## config.mk

```make
export PLATFORM = sky130hd
export DESIGN_NAME = collision_event_object_selector_unit
export DESIGN_NICKNAME = d
export VERILOG_FILES = /design/src/cevsel_pkg.sv /design/src/cevsel_classify.sv /design/src/cevsel_accum.sv /design/src/collision_event_object_selector_unit.sv
export SDC_FILE = /design/constraint.sdc
export NUM_CORES = 1
export LEC_CHECK = 0
export BUFFER_PORTS_ARGS = -buffer_cell sky130_fd_sc_hd__buf_2
export CAP_MARGIN = 20
export CORE_MARGIN = 8
export CORE_UTILIZATION = 42
export CTS_CLUSTER_DIAMETER = 40
export DETAILED_ROUTE_END_ITERATION = 10
export PLACE_DENSITY = 0.59
export SLEW_MARGIN = 20
export SYNTH_ARGS = -nofsm -noshare
export SYNTH_HDL_FRONTEND = slang
export SYNTH_SLANG_ARGS = --single-unit
export TNS_END_PERCENT = 50
```

## constraint.sdc

```tcl
create_clock -name clk -period 9.3 [get_ports clk]
set_input_delay 0.465 -clock clk [delete_from_list [all_inputs] [get_ports clk]]
set_output_delay 0.465 -clock clk [all_outputs]
set_load 0.03 [all_outputs]
```

## src/cevsel_pkg.sv

```systemverilog
package cevsel_pkg;

    localparam int PT_W    = 16;
    localparam int ETA_W   = 12;
    localparam int BTAG_W  = 12;
    localparam int ECUT_W  = 11;
    localparam int JCNT_W  = 8;
    localparam int SUM_W   = 20;
    localparam int CIDX_W  = 4;
    localparam int CDATA_W = 16;

    localparam logic [SUM_W-1:0] SUM_MAX    = '1;
    localparam int unsigned      MIN_TAGGED = 2;

    // Object kind codes
    typedef enum logic [1:0] {
        KIND_MUON     = 2'd0,
        KIND_ELECTRON = 2'd1,
        KIND_JET      = 2'd2,
        KIND_EVT_END  = 2'd3
    } obj_kind_t;

    // Configuration register indexes
    localparam logic [CIDX_W-1:0] REG_TIGHT_PT   = 4'd0;
    localparam logic [CIDX_W-1:0] REG_LOOSE_PT   = 4'd1;
    localparam logic [CIDX_W-1:0] REG_TIGHT_ETA  = 4'd2;
    localparam logic [CIDX_W-1:0] REG_LOOSE_ETA  = 4'd3;
    localparam logic [CIDX_W-1:0] REG_BTAG       = 4'd4;
    localparam logic [CIDX_W-1:0] REG_MET        = 4'd5;
    localparam logic [CIDX_W-1:0] REG_JETS_SGL   = 4'd6;
    localparam logic [CIDX_W-1:0] REG_JETS_HAD   = 4'd7;

    typedef struct packed {
        logic [PT_W-1:0]          tight_pt_cut;
        logic [PT_W-1:0]          loose_pt_cut;
        logic [ECUT_W-1:0]        tight_eta_cut;
        logic [ECUT_W-1:0]        loose_eta_cut;
        logic signed [BTAG_W-1:0] btag_cut;
        logic [PT_W-1:0]          met_cut;
        logic [JCNT_W-1:0]        min_jets_single;
        logic [JCNT_W-1:0]        min_jets_hadron;
    } cfg_t;

    localparam cfg_t CFG_RESET = '{
        tight_pt_cut:    16'd480,
        loose_pt_cut:    16'd240,
        tight_eta_cut:   11'd614,
        loose_eta_cut:   11'd640,
        btag_cut:        12'sd512,
        met_cut:         16'd480,
        min_jets_single: 8'd4,
        min_jets_hadron: 8'd6
    };

    // Per-object classification handed from classifier to accumulator
    typedef struct packed {
        logic is_muon;
        logic is_electron;
        logic is_jet;
        logic is_end;
        logic tight;
        logic loose;
        logic tag_hit;
        logic met_ok;
    } obj_class_t;

    typedef struct packed {
        logic             single_pass;
        logic             dilep_pass;
        logic             hadron_pass;
        logic [PT_W-1:0]  muon_max;
        logic [PT_W-1:0]  electron_max;
        logic [PT_W-1:0]  jet_max;
        logic [SUM_W-1:0] jet_sum;
    } result_t;

endpackage

```

## src/cevsel_classify.sv

```systemverilog
module cevsel_classify (
    input  cevsel_pkg::cfg_t                          cfg,
    input  logic [1:0]                                kind,
    input  logic [cevsel_pkg::PT_W-1:0]               pt,
    input  logic signed [cevsel_pkg::ETA_W-1:0]       eta,
    input  logic signed [cevsel_pkg::BTAG_W-1:0]      btag,
    output cevsel_pkg::obj_class_t                    cls
);
    import cevsel_pkg::*;

    logic [ETA_W-1:0] abs_eta;
    logic             tight_kin;
    logic             loose_kin;

    // Magnitude of eta; the most negative code maps to 2048, still fits 12 bits unsigned
    assign abs_eta   = eta[ETA_W-1] ? (~eta + ETA_W'(1)) : eta;
    assign tight_kin = (pt > cfg.tight_pt_cut) && (abs_eta < {1'b0, cfg.tight_eta_cut});
    assign loose_kin = (pt > cfg.loose_pt_cut) && (abs_eta < {1'b0, cfg.loose_eta_cut});

    always_comb
    begin
        cls             = '0;
        cls.is_muon     = (kind == KIND_MUON);
        cls.is_electron = (kind == KIND_ELECTRON);
        cls.is_jet      = (kind == KIND_JET);
        cls.is_end      = (kind == KIND_EVT_END);
        cls.tight       = tight_kin;
        // loose only counts leptons that missed the tight class
        cls.loose       = !tight_kin && loose_kin;
        cls.tag_hit     = tight_kin && (btag > cfg.btag_cut);
        cls.met_ok      = (pt > cfg.met_cut);
    end

endmodule

```

## src/cevsel_accum.sv

```systemverilog
module cevsel_accum #(
    parameter int COUNTER_BITS = 8
) (
    input  logic                               clk,
    input  logic                               rst_n,
    input  logic                               step,
    input  cevsel_pkg::obj_class_t             cls,
    input  logic [cevsel_pkg::PT_W-1:0]        pt,
    input  logic [cevsel_pkg::JCNT_W-1:0]      min_jets_single,
    input  logic [cevsel_pkg::JCNT_W-1:0]      min_jets_hadron,
    output cevsel_pkg::result_t                result
);
    import cevsel_pkg::*;

    localparam int CMP_W = (COUNTER_BITS > JCNT_W) ? COUNTER_BITS : JCNT_W;
    localparam logic [COUNTER_BITS-1:0] CNT_MAX = '1;

    logic [COUNTER_BITS-1:0] tight_cnt_reg,  tight_cnt_next;
    logic [COUNTER_BITS-1:0] loose_cnt_reg,  loose_cnt_next;
    logic [COUNTER_BITS-1:0] good_cnt_reg,   good_cnt_next;
    logic [COUNTER_BITS-1:0] tagged_cnt_reg, tagged_cnt_next;
    logic [PT_W-1:0]         mu_peak_reg,    mu_peak_next;
    logic [PT_W-1:0]         el_peak_reg,    el_peak_next;
    logic [PT_W-1:0]         jet_peak_reg,   jet_peak_next;
    logic [SUM_W-1:0]        jet_sum_reg,    jet_sum_next;
    logic [SUM_W:0]          sum_wide;
    logic                    is_lepton;
    logic                    tags_ok;
    result_t                 result_reg,     result_next;

    function automatic logic [COUNTER_BITS-1:0] bump(input logic [COUNTER_BITS-1:0] c);
        return (c == CNT_MAX) ? c : c + COUNTER_BITS'(1);
    endfunction

    assign is_lepton = cls.is_muon || cls.is_electron;
    assign sum_wide  = {1'b0, jet_sum_reg} + (SUM_W+1)'(pt);
    assign tags_ok   = (tagged_cnt_reg >= COUNTER_BITS'(MIN_TAGGED));

    always_comb
    begin
        tight_cnt_next  = tight_cnt_reg;
        loose_cnt_next  = loose_cnt_reg;
        good_cnt_next   = good_cnt_reg;
        tagged_cnt_next = tagged_cnt_reg;
        mu_peak_next    = mu_peak_reg;
        el_peak_next    = el_peak_reg;
        jet_peak_next   = jet_peak_reg;
        jet_sum_next    = jet_sum_reg;
        result_next     = result_reg;

        if (step)
        begin
            if (cls.is_end)
            begin
                result_next.single_pass  = (tight_cnt_reg == COUNTER_BITS'(1))
                                        && (loose_cnt_reg == '0) && cls.met_ok && tags_ok
                                        && (CMP_W'(good_cnt_reg) >= CMP_W'(min_jets_single));
                result_next.dilep_pass   = (tight_cnt_reg >= COUNTER_BITS'(2))
                                        && cls.met_ok && tags_ok;
                result_next.hadron_pass  = tags_ok
                                        && (CMP_W'(good_cnt_reg) >= CMP_W'(min_jets_hadron));
                result_next.muon_max     = mu_peak_reg;
                result_next.electron_max = el_peak_reg;
                result_next.jet_max      = jet_peak_reg;
                result_next.jet_sum      = jet_sum_reg;
                // clear event state for the next event
                tight_cnt_next  = '0;
                loose_cnt_next  = '0;
                good_cnt_next   = '0;
                tagged_cnt_next = '0;
                mu_peak_next    = '0;
                el_peak_next    = '0;
                jet_peak_next   = '0;
                jet_sum_next    = '0;
            end
            else if (is_lepton)
            begin
                if (cls.is_muon && (pt > mu_peak_reg))
                    mu_peak_next = pt;
                if (cls.is_electron && (pt > el_peak_reg))
                    el_peak_next = pt;
                if (cls.tight)
                    tight_cnt_next = bump(tight_cnt_reg);
                else if (cls.loose)
                    loose_cnt_next = bump(loose_cnt_reg);
            end
            else if (cls.is_jet)
            begin
                if (pt > jet_peak_reg)
                    jet_peak_next = pt;
                jet_sum_next = sum_wide[SUM_W] ? SUM_MAX : sum_wide[SUM_W-1:0];
                if (cls.tight)
                    good_cnt_next = bump(good_cnt_reg);
                if (cls.tag_hit)
                    tagged_cnt_next = bump(tagged_cnt_reg);
            end
        end
    end

    always_ff @(posedge clk or negedge rst_n)
    begin
        if (!rst_n)
        begin
            tight_cnt_reg  <= '0;
            loose_cnt_reg  <= '0;
            good_cnt_reg   <= '0;
            tagged_cnt_reg <= '0;
            mu_peak_reg    <= '0;
            el_peak_reg    <= '0;
            jet_peak_reg   <= '0;
            jet_sum_reg    <= '0;
        end
        else
        begin
            tight_cnt_reg  <= tight_cnt_next;
            loose_cnt_reg  <= loose_cnt_next;
            good_cnt_reg   <= good_cnt_next;
            tagged_cnt_reg <= tagged_cnt_next;
            mu_peak_reg    <= mu_peak_next;
            el_peak_reg    <= el_peak_next;
            jet_peak_reg   <= jet_peak_next;
            jet_sum_reg    <= jet_sum_next;
        end
    end

    always_ff @(posedge clk)
    begin
        result_reg <= result_next;
    end

    assign result = result_reg;

endmodule

```

## src/collision_event_object_selector_unit.sv

```systemverilog
// Channel   Direction  Handshake              Payload
// in        sink       in_valid / in_stall    object_kind, object_pt, object_eta, object_btag
// out       source     out_valid / out_stall  *_pass flags, *_lead_pt, jet_pt_sum
// cfg       sink       cfg_valid / cfg_ready  cfg_index, cfg_data
//
// One object transaction per cycle, sustained while no event-end object waits. An input
// register is followed by classification and event accumulation in a single pass into
// the state and result registers.
// Reset (rst_n low) restores the register defaults and clears all event state.
// in_stall rises only when an event-end object waits on a full, stalled result
// register; muon, electron and jet objects never wait.
module collision_event_object_selector_unit #(
    parameter int COUNTER_BITS = 8
) (
    input  logic                                  clk,
    input  logic                                  rst_n,
    input  logic                                  in_valid,
    output logic                                  in_stall,
    input  logic [1:0]                            object_kind,
    input  logic [cevsel_pkg::PT_W-1:0]           object_pt,
    input  logic signed [cevsel_pkg::ETA_W-1:0]   object_eta,
    input  logic signed [cevsel_pkg::BTAG_W-1:0]  object_btag,
    output logic                                  out_valid,
    input  logic                                  out_stall,
    output logic                                  single_lepton_pass,
    output logic                                  dilepton_pass,
    output logic                                  hadron_pass,
    output logic [cevsel_pkg::PT_W-1:0]           muon_lead_pt,
    output logic [cevsel_pkg::PT_W-1:0]           electron_lead_pt,
    output logic [cevsel_pkg::PT_W-1:0]           jet_lead_pt,
    output logic [cevsel_pkg::SUM_W-1:0]          jet_pt_sum,
    input  logic                                  cfg_valid,
    output logic                                  cfg_ready,
    input  logic [cevsel_pkg::CIDX_W-1:0]         cfg_index,
    input  logic [cevsel_pkg::CDATA_W-1:0]        cfg_data
);
    import cevsel_pkg::*;

    cfg_t                     cfg_reg, cfg_next;
    logic                     s1_valid_reg, s1_valid_next;
    logic [1:0]               s1_kind_reg;
    logic [PT_W-1:0]          s1_pt_reg;
    logic signed [ETA_W-1:0]  s1_eta_reg;
    logic signed [BTAG_W-1:0] s1_btag_reg;
    logic                     out_valid_reg, out_valid_next;
    logic                     in_take;
    logic                     out_free;
    logic                     s1_adv;
    obj_class_t               s1_cls;
    result_t                  result;

    // Configuration: always ready; indexes past the register list are dropped
    assign cfg_ready = 1'b1;

    always_comb
    begin
        cfg_next = cfg_reg;
        if (cfg_valid)
        begin
            unique case (cfg_index)
                REG_TIGHT_PT:  cfg_next.tight_pt_cut    = cfg_data;
                REG_LOOSE_PT:  cfg_next.loose_pt_cut    = cfg_data;
                REG_TIGHT_ETA: cfg_next.tight_eta_cut   = cfg_data[ECUT_W-1:0];
                REG_LOOSE_ETA: cfg_next.loose_eta_cut   = cfg_data[ECUT_W-1:0];
                REG_BTAG:      cfg_next.btag_cut        = $signed(cfg_data[BTAG_W-1:0]);
                REG_MET:       cfg_next.met_cut         = cfg_data;
                REG_JETS_SGL:  cfg_next.min_jets_single = cfg_data[JCNT_W-1:0];
                REG_JETS_HAD:  cfg_next.min_jets_hadron = cfg_data[JCNT_W-1:0];
                default:       cfg_next = cfg_reg;
            endcase
        end
    end

    always_ff @(posedge clk or negedge rst_n)
    begin
        if (!rst_n)
            cfg_reg <= CFG_RESET;
        else
            cfg_reg <= cfg_next;
    end

    // Pipeline control: an event-end object holds in the input register while the
    // result register is occupied and stalled; every other object advances at once.
    assign out_free       = !out_valid_reg || !out_stall;
    assign s1_adv         = s1_valid_reg && (!s1_cls.is_end || out_free);
    assign in_stall       = s1_valid_reg && !s1_adv;
    assign in_take        = in_valid && !in_stall;
    assign s1_valid_next  = in_take || (s1_valid_reg && !s1_adv);
    assign out_valid_next = (s1_adv && s1_cls.is_end) || (out_valid_reg && out_stall);

    always_ff @(posedge clk or negedge rst_n)
    begin
        if (!rst_n)
        begin
            s1_valid_reg  <= 1'b0;
            out_valid_reg <= 1'b0;
        end
        else
        begin
            s1_valid_reg  <= s1_valid_next;
            out_valid_reg <= out_valid_next;
        end
    end

    // Input register: load on every accepted transaction, hold otherwise
    always_ff @(posedge clk)
    begin
        if (in_take)
        begin
            s1_kind_reg <= object_kind;
            s1_pt_reg   <= object_pt;
            s1_eta_reg  <= object_eta;
            s1_btag_reg <= object_btag;
        end
    end

    cevsel_classify u_classify (
        .cfg  (cfg_reg),
        .kind (s1_kind_reg),
        .pt   (s1_pt_reg),
        .eta  (s1_eta_reg),
        .btag (s1_btag_reg),
        .cls  (s1_cls)
    );

    cevsel_accum #(
        .COUNTER_BITS (COUNTER_BITS)
    ) u_accum (
        .clk             (clk),
        .rst_n           (rst_n),
        .step            (s1_adv),
        .cls             (s1_cls),
        .pt              (s1_pt_reg),
        .min_jets_single (cfg_reg.min_jets_single),
        .min_jets_hadron (cfg_reg.min_jets_hadron),
        .result          (result)
    );

    assign out_valid          = out_valid_reg;
    assign single_lepton_pass = result.single_pass;
    assign dilepton_pass      = result.dilep_pass;
    assign hadron_pass        = result.hadron_pass;
    assign muon_lead_pt       = result.muon_max;
    assign electron_lead_pt   = result.electron_max;
    assign jet_lead_pt        = result.jet_max;
    assign jet_pt_sum         = result.jet_sum;

endmodule

```

Word level (Yosys, flattened, before mapping)
Index checks and enable logic that the tools add are counted.
Widths: inputs -> output; s select.
{"block": "word_totals", "out_inout_bits": 74, "mem_bits_rw": 0, "ff_bits": 313, "latchBits": 0, "memories": 0, "rom_bits": 0, "input_bits": 67}
{"block": "op_classes", "n_reduce_logical": 57, "muxes": 34, "bitwise_logic": 1, "n_lt_le_gt_ge": 13, "n_div": 0, "mul": 0, "addsub": 6, "shifts": 0, "n_eq_ne": 21}
{"operator": "$mux 16", "n": 10}
{"operator": "$mux 8", "n": 19}
{"operator": "$gt 16x16->1", "n": 6}
{"operator": "$mux 20", "n": 4}
{"operator": "$add 8x1->8 const B", "n": 4}
{"operator": "$eq 8x8->1 const B", "n": 4}
{"operator": "$lt 12x11->1", "n": 2}
{"operator": "$add 20x16->21", "n": 1}
{"operator": "$logic_and 1x1->1", "n": 18}
{"operator": "$reduce_and 2->1", "n": 9}
{"operator": "$eq 4x3->1 const B", "n": 4}
{"operator": "$ge 8x2->1 const B", "n": 2}
{"operator": "$ge 8x8->1", "n": 2}
{"operator": "$reduce_bool 2->1", "n": 8}
{"operator": "$reduce_and 5->1", "n": 3}
{"operator": "$add 12x2->12 const B", "n": 1}
{"operator": "$gt 12x12->1", "n": 1}
{"operator": "$mux 12", "n": 1}
{"operator": "$ne 2x2->1 const B", "n": 6}
{"operator": "$not 12->12", "n": 1}
{"operator": "$reduce_and 3->1", "n": 3}
{"operator": "$eq 4x2->1 const B", "n": 2}
{"operator": "$eq 8x1->1 const B", "n": 1}
{"operator": "$logic_not 8->1", "n": 1}
{"operator": "other kinds (8)", "n": 19}

Longest topological paths before layout
{"block": "logic_depth", "word_depth": 11, "ltp_mapped": 16, "mapped_depth_nobuf": 14}

Modules after synthesis
A second synthesis with hierarchy kept.
{"block": "hier_totals", "cells_unflattened": 1427, "area_unflattened_um2": 16653.5}
{"module": "cevsel_accum", "cells_each": 838, "n_inst": 1, "area_each_um2": 9146.3, "seq_area_each_um2": 4634.4}
{"module": "collision_event_object_selector_unit", "cells_each": 268, "n_inst": 1, "area_each_um2": 5172.5, "seq_area_each_um2": 3792.4}
{"module": "cevsel_classify", "cells_each": 321, "n_inst": 1, "area_each_um2": 2334.7, "seq_area_each_um2": 0.0}

Least setup slack after synthesis
Ideal clock, no wire load.
{"block": "synth_path", "path_type": "register -> register", "from": "register out_valid_reg (netlist: out_valid)", "to": "register u_accum.result_reg (netlist bit u_accum.result[0]), enable pin", "setup_slack_ns": 5.525, "arrival_ns": 3.312, "setup_ns": 0.463, "path_stages_with_launch": 5, "path_cell_list": "dfrtp_1 -> a31oi_1 -> nand2_1 -> clkinv_1 -> clkbuf_1"}
{"block": "synth_via", "elab_chain_cells": 5}
{"element": "from (decl)", "line_no": "collision_event_object_selector_unit.sv:45", "rtl": "logic out_valid_reg, out_valid_next;"}
{"element": "from (signal assigned)", "line_no": "collision_event_object_selector_unit.sv:101", "rtl": "out_valid_reg <= out_valid_next;"}
{"element": "$logic_not 1->1", "line_no": "collision_event_object_selector_unit.sv:84", "rtl": "assign out_free = !out_valid_reg || !out_stall;"}
{"element": "$logic_or 1x1->1", "line_no": "collision_event_object_selector_unit.sv:84"}
{"element": "$logic_or 1x1->1", "line_no": "collision_event_object_selector_unit.sv:85", "rtl": "assign s1_adv = s1_valid_reg && (!s1_cls.is_end || out_free);"}
{"element": "$logic_and 1x1->1", "line_no": "collision_event_object_selector_unit.sv:85"}
{"element": "$reduce_and 2->1 (no source line)"}
{"element": "to (signal assigned)", "line_no": "cevsel_accum.sv:128", "rtl": "result_reg <= result_next;"}
{"element": "to (decl)", "line_no": "cevsel_accum.sv:29", "rtl": "result_t result_reg, result_next;"}
No other way between the ends.
A chain may end at the register's enable or synchronous reset.

Worst setup path after layout
{"block": "layout_path", "from": "register s1_eta_reg[3]", "to": "register u_accum.loose_cnt_reg[3]"}
{"block": "layout_via", "elab_chain_cells": 9}
{"element": "from (decl)", "line_no": "collision_event_object_selector_unit.sv:43", "rtl": "logic signed [ETA_W-1:0] s1_eta_reg;"}
{"element": "from (signal assigned)", "line_no": "collision_event_object_selector_unit.sv:112", "rtl": "s1_eta_reg <= object_eta;"}
{"element": "$not 12->12", "line_no": "cevsel_classify.sv:16", "rtl": "assign abs_eta = eta[ETA_W-1] ? (~eta + ETA_W'(1)) : eta;"}
{"element": "$add 12x2->12", "line_no": "cevsel_classify.sv:16"}
{"element": "$mux 12 *", "line_no": "cevsel_classify.sv:16"}
{"element": "$lt 12x11->1", "line_no": "cevsel_classify.sv:17", "rtl": "assign tight_kin = (pt > cfg.tight_pt_cut) && (abs_eta < {1'b0, cfg.tight_eta_cut});"}
{"element": "$logic_and 1x1->1", "line_no": "cevsel_classify.sv:17"}
{"element": "$logic_not 1->1", "line_no": "cevsel_classify.sv:29", "rtl": "cls.loose = !tight_kin && loose_kin;"}
{"element": "$logic_and 1x1->1", "line_no": "cevsel_classify.sv:29"}
{"element": "$reduce_bool 2->1 (no source line)"}
{"element": "$reduce_and 5->1 (no source line) *"}
{"element": "to (signal assigned)", "line_no": "cevsel_accum.sv:116", "rtl": "loose_cnt_reg <= loose_cnt_next;"}
{"element": "to (decl)", "line_no": "cevsel_accum.sv:19", "rtl": "logic [COUNTER_BITS-1:0] loose_cnt_reg, loose_cnt_next;"}
Mark *: on every way between the ends. The rest lies on a longest branch, timed or not.

==> flow_summary_export.csv <==
group,metric,value,unit
clock_tree,cts_hold_buffers,1,
synthesis,ys_seq_elements,313,
critical_path,cp-endpoint,"u_accum.loose_cnt_reg[3]",
placement,globalplace.congestion,0.878,
die,die_w,213,microns
clock_tree,clockBufferDepth,3,
timing,tightest_slew,1.05,ns
drt,drtIter0Drc,635,
drt,vias,11300,
placement,hpwl,29300,microns
pwr,p_int,3.42,mW
global_route,antenna_found_initial,0,
global_route,grt_first_pass_wirelength,64400,microns
drt,wire_per_inst,18.7,microns
placement,dp.cells,2073,
timing,period_minus_slack,3.63,ns
global_route,grt_max_degree,81,
pwr,combPwrFrac,0.235,
clock_tree,cts_tree,"yes",
critical_path,critPathMaxFanout,14,
timing,clock.fmax,275,MHz
timing,finalCritPeriodShare,0.390,
critical_path,start_kind,"flop",
drt,drc,0,
synthesis,netlist_area,0.0163,sq mm
drt,first_pass_iters,5,
critical_path,r2r-end,"u_accum.loose_cnt_reg[3]",
die,io_pins,141,
status,status,"completed",
synthesis,synth_top_area_frac,0.271,
synthesis,yosys.area.top_type,"dfrtp_1",
synthesis,synth_cell_type_count,72,
timing,rsz0062_at_grt,"false",
clock_tree,cts-root-buf,"clkbuf_16",
cells_and_area,area_growth,18.2,%
die,die_area,0.0454,sq mm
synthesis,syn_inst,1438,
drt,ant_nets,0,
synthesis,synthFlopType,"dfrtp_1",
die,fp.dieH,213,microns
critical_path,crit_start,"s1_eta_reg[3]",
timing,setup_viol,0,
clock_tree,post_cts_resized,0,
cells_and_area,n_antenna_cell,0,
clock_tree,h-tree-depth,2,
pwr,ir_drop,147,uV
worst_hold_path,min_from,"object_eta[11]",
timing,fin_setup_tns,0,ns
pwr,p_clk_frac,0.372,
drt,wl,40500,microns
clock_tree,clkLatencyLatePin,0.59,ns
global_route,first_global_vias,11400,
critical_path,critPathRequiredTime,9.75,ns
global_route,grt.overflow.total,0,
die,rows,72,
critical_path,ff2ff_path_depth,13,
die,start_util,0.424,
timing,hold_viol,0,
synthesis,yosysMostFrequentCell,"dfrtp_1",
placement,portBuffers,139,
cells_and_area,instances_no_fill,2167,
timing,clock_skew,0.0367,ns
synthesis,synthTopCellsByArea,"dfrtp_1, edfxtp_1, ha_1",
drt,viasPerCell,5.23,
synthesis,synth_edf_count,113,
pwr,power_density,257,mW/mm^2
clock_tree,cts_setup_buffers,0,
job,maxCapViolCount,0,
critical_path,worstReg2RegStart,"s1_eta_reg[3]",
synthesis,yosys_warnings,0,
clock_tree,cts.sinks,313,
synthesis,synth_fp_nets,1675,
synthesis,ys_seq_area_frac,0.516,
worst_hold_path,hp-class,"in -> reg",
global_route,grtUsageTotal,0.181,
die,fp.coreArea,0.0385,sq mm
timing,slew_viol_final,0,
cells_and_area,utilization,0.501,
synthesis,synth-async-reset-ratio,0.639,
critical_path,ff2ff_setup_slack,5.67,ns
cells_and_area,drive_gt1_frac,0.231,
clock_tree,numCtsBuffers,50,
pwr,pwr-share-seq,0.394,
critical_path,crit_type,"reg -> reg",
critical_path,critPathArrivalTime,4.08,ns
pwr,p_sw,1.54,mW
cells_and_area,largest_register_ffs,98,
synthesis,synth_common_cells,"dfrtp_1, ha_1, inv_1",
timing,relSlewSlack,0.294,
cells_and_area,n_fill_cell,3461,
clock_tree,clkTransAtPathRegs,0.05,ns
cells_and_area,fin_nets,1845,
critical_path,crit_path_end_kind,"flop",
synthesis,syn_area_per_cell,11.3,sq um
pwr,power_leakage,8.87,nW
pwr,switching_share,0.311,
-- power by group through the flow --
| stage | combinational, mW | clock (mW) | sequential [mW] |
|---|---|---|---|
| 5_1_grt | 1.33 | 1.95 | 1.99 |
| 6_report | 1.16 | 1.84 | 1.95 |
| 4_1_cts | 1.17 | 1.89 | 1.95 |
| 3_3_place_gp | 1.13 | 0 | 1.97 |
| 2_1_floorplan | 0.845 | 0 | 1.92 |
| 3_5_place_dp | 1.16 | 0 | 1.98 |
-- worst max-delay path, cell delays in order (launching register included) --
cell and delay (ns):
edfxtp_1 0.44, nor4_2 0.32, nand2_1 0.11, or2_2 0.29, o21ai_0 0.20, xnor2_1 0.13, ha_1 0.31, nand4_1 0.10
nor3_1 0.25, a211oi_2 0.14, and3_4 0.20, and4b_1 0.60, o211ai_1 0.15, a221oi_1 0.25
-- placed cells by master (no fill, tap or decap), drive strengths merged, types with 5 or more instances in the layout --
cell      n
nand3    32
ha      169
nand4    23
and2     17
a211oi    7
nor4     12
o211ai   19
o211a     6
nor2     50
o21ai    98
a21o     29
nor3b     5
edfxtp  113
and3     21
xor2      7
mux2    107
nor2b    15
o21a     11
nor3     22
a21oi    55
clkinv   19
nand2b   13
clkbuf   64
xnor2    27
or3       6
nand2   116
dfstp    23
dfrtp   177
inv     167
buf     148
-- layer usage --
| metal | vias up | global-route usage | wire length (microns) |
|---|---|---|---|
| met2 | 259 | 0.292 | 18500 |
| li1 | 5491 | - | - |
| met3 | 92 | 0.0423 | 2320 |
| met4 | 0 | 0.0593 | 1090 |
| met1 | 5495 | 0.240 | 18600 |
| met5 | - | 0 | 0 |
-- logic make-up (layout without fill, tap and decap cells) --
| family | after synthesis | after routing | share of synthesized area |
|---|---|---|---|
| xor+xnor | 34 | 34 | 0.0183 |
| other cells | 1 | 1 | 0.000230 |
| compound gates | 269 | 269 | 0.105 |
| flops | 313 | 313 | 0.516 |
| mux | 108 | 108 | 0.0745 |
| simple gates | 350 | 350 | 0.108 |
| fa+ha+maj | 170 | 170 | 0.131 |
| buf+inv | 193 | 404 | 0.0462 |
-- worst min path at each step --
stage                                    end  cells past startpoint
after global routing          s1_btag_reg[7]                      1
after detailed placement  u_accum.result[29]                      0
after CTS                     s1_btag_reg[7]                      1
after floorplan                   cfg_reg[0]                      0
final                         s1_eta_reg[11]                      1
after global placement    u_accum.result[46]                      0
-- final cells by class --
cell class              instances  area (sq um)  area share
flip-flops and latches        313          8430       0.437
clock inverters                30           318      0.0165
clock buffers                  63          1360      0.0706
multi-input cells             932          7140       0.370
inverters                     161           606      0.0314
well taps                     518           648      0.0336
repair buffers                150           790      0.0409
-- through the flow --
step | power [mW] | setup slack [ns] | instance area [sq um] | hold WS [ns]
2_1_floorplan | 2.77 | 5.52 | 16300 | 0.169
3_3_place_gp | 3.10 | 5.81 | 17600 | 0.464
3_5_place_dp | 3.13 | 5.70 | 17600 | 0.470
4_1_cts | 5.01 | 5.68 | 19300 | 0.0161
5_1_grt | 5.27 | 5.35 | 19300 | 0.0263
6_report | 4.96 | 5.67 | 19300 | 0.0581
No activity file was read; power rests on OpenSTA's default activity.
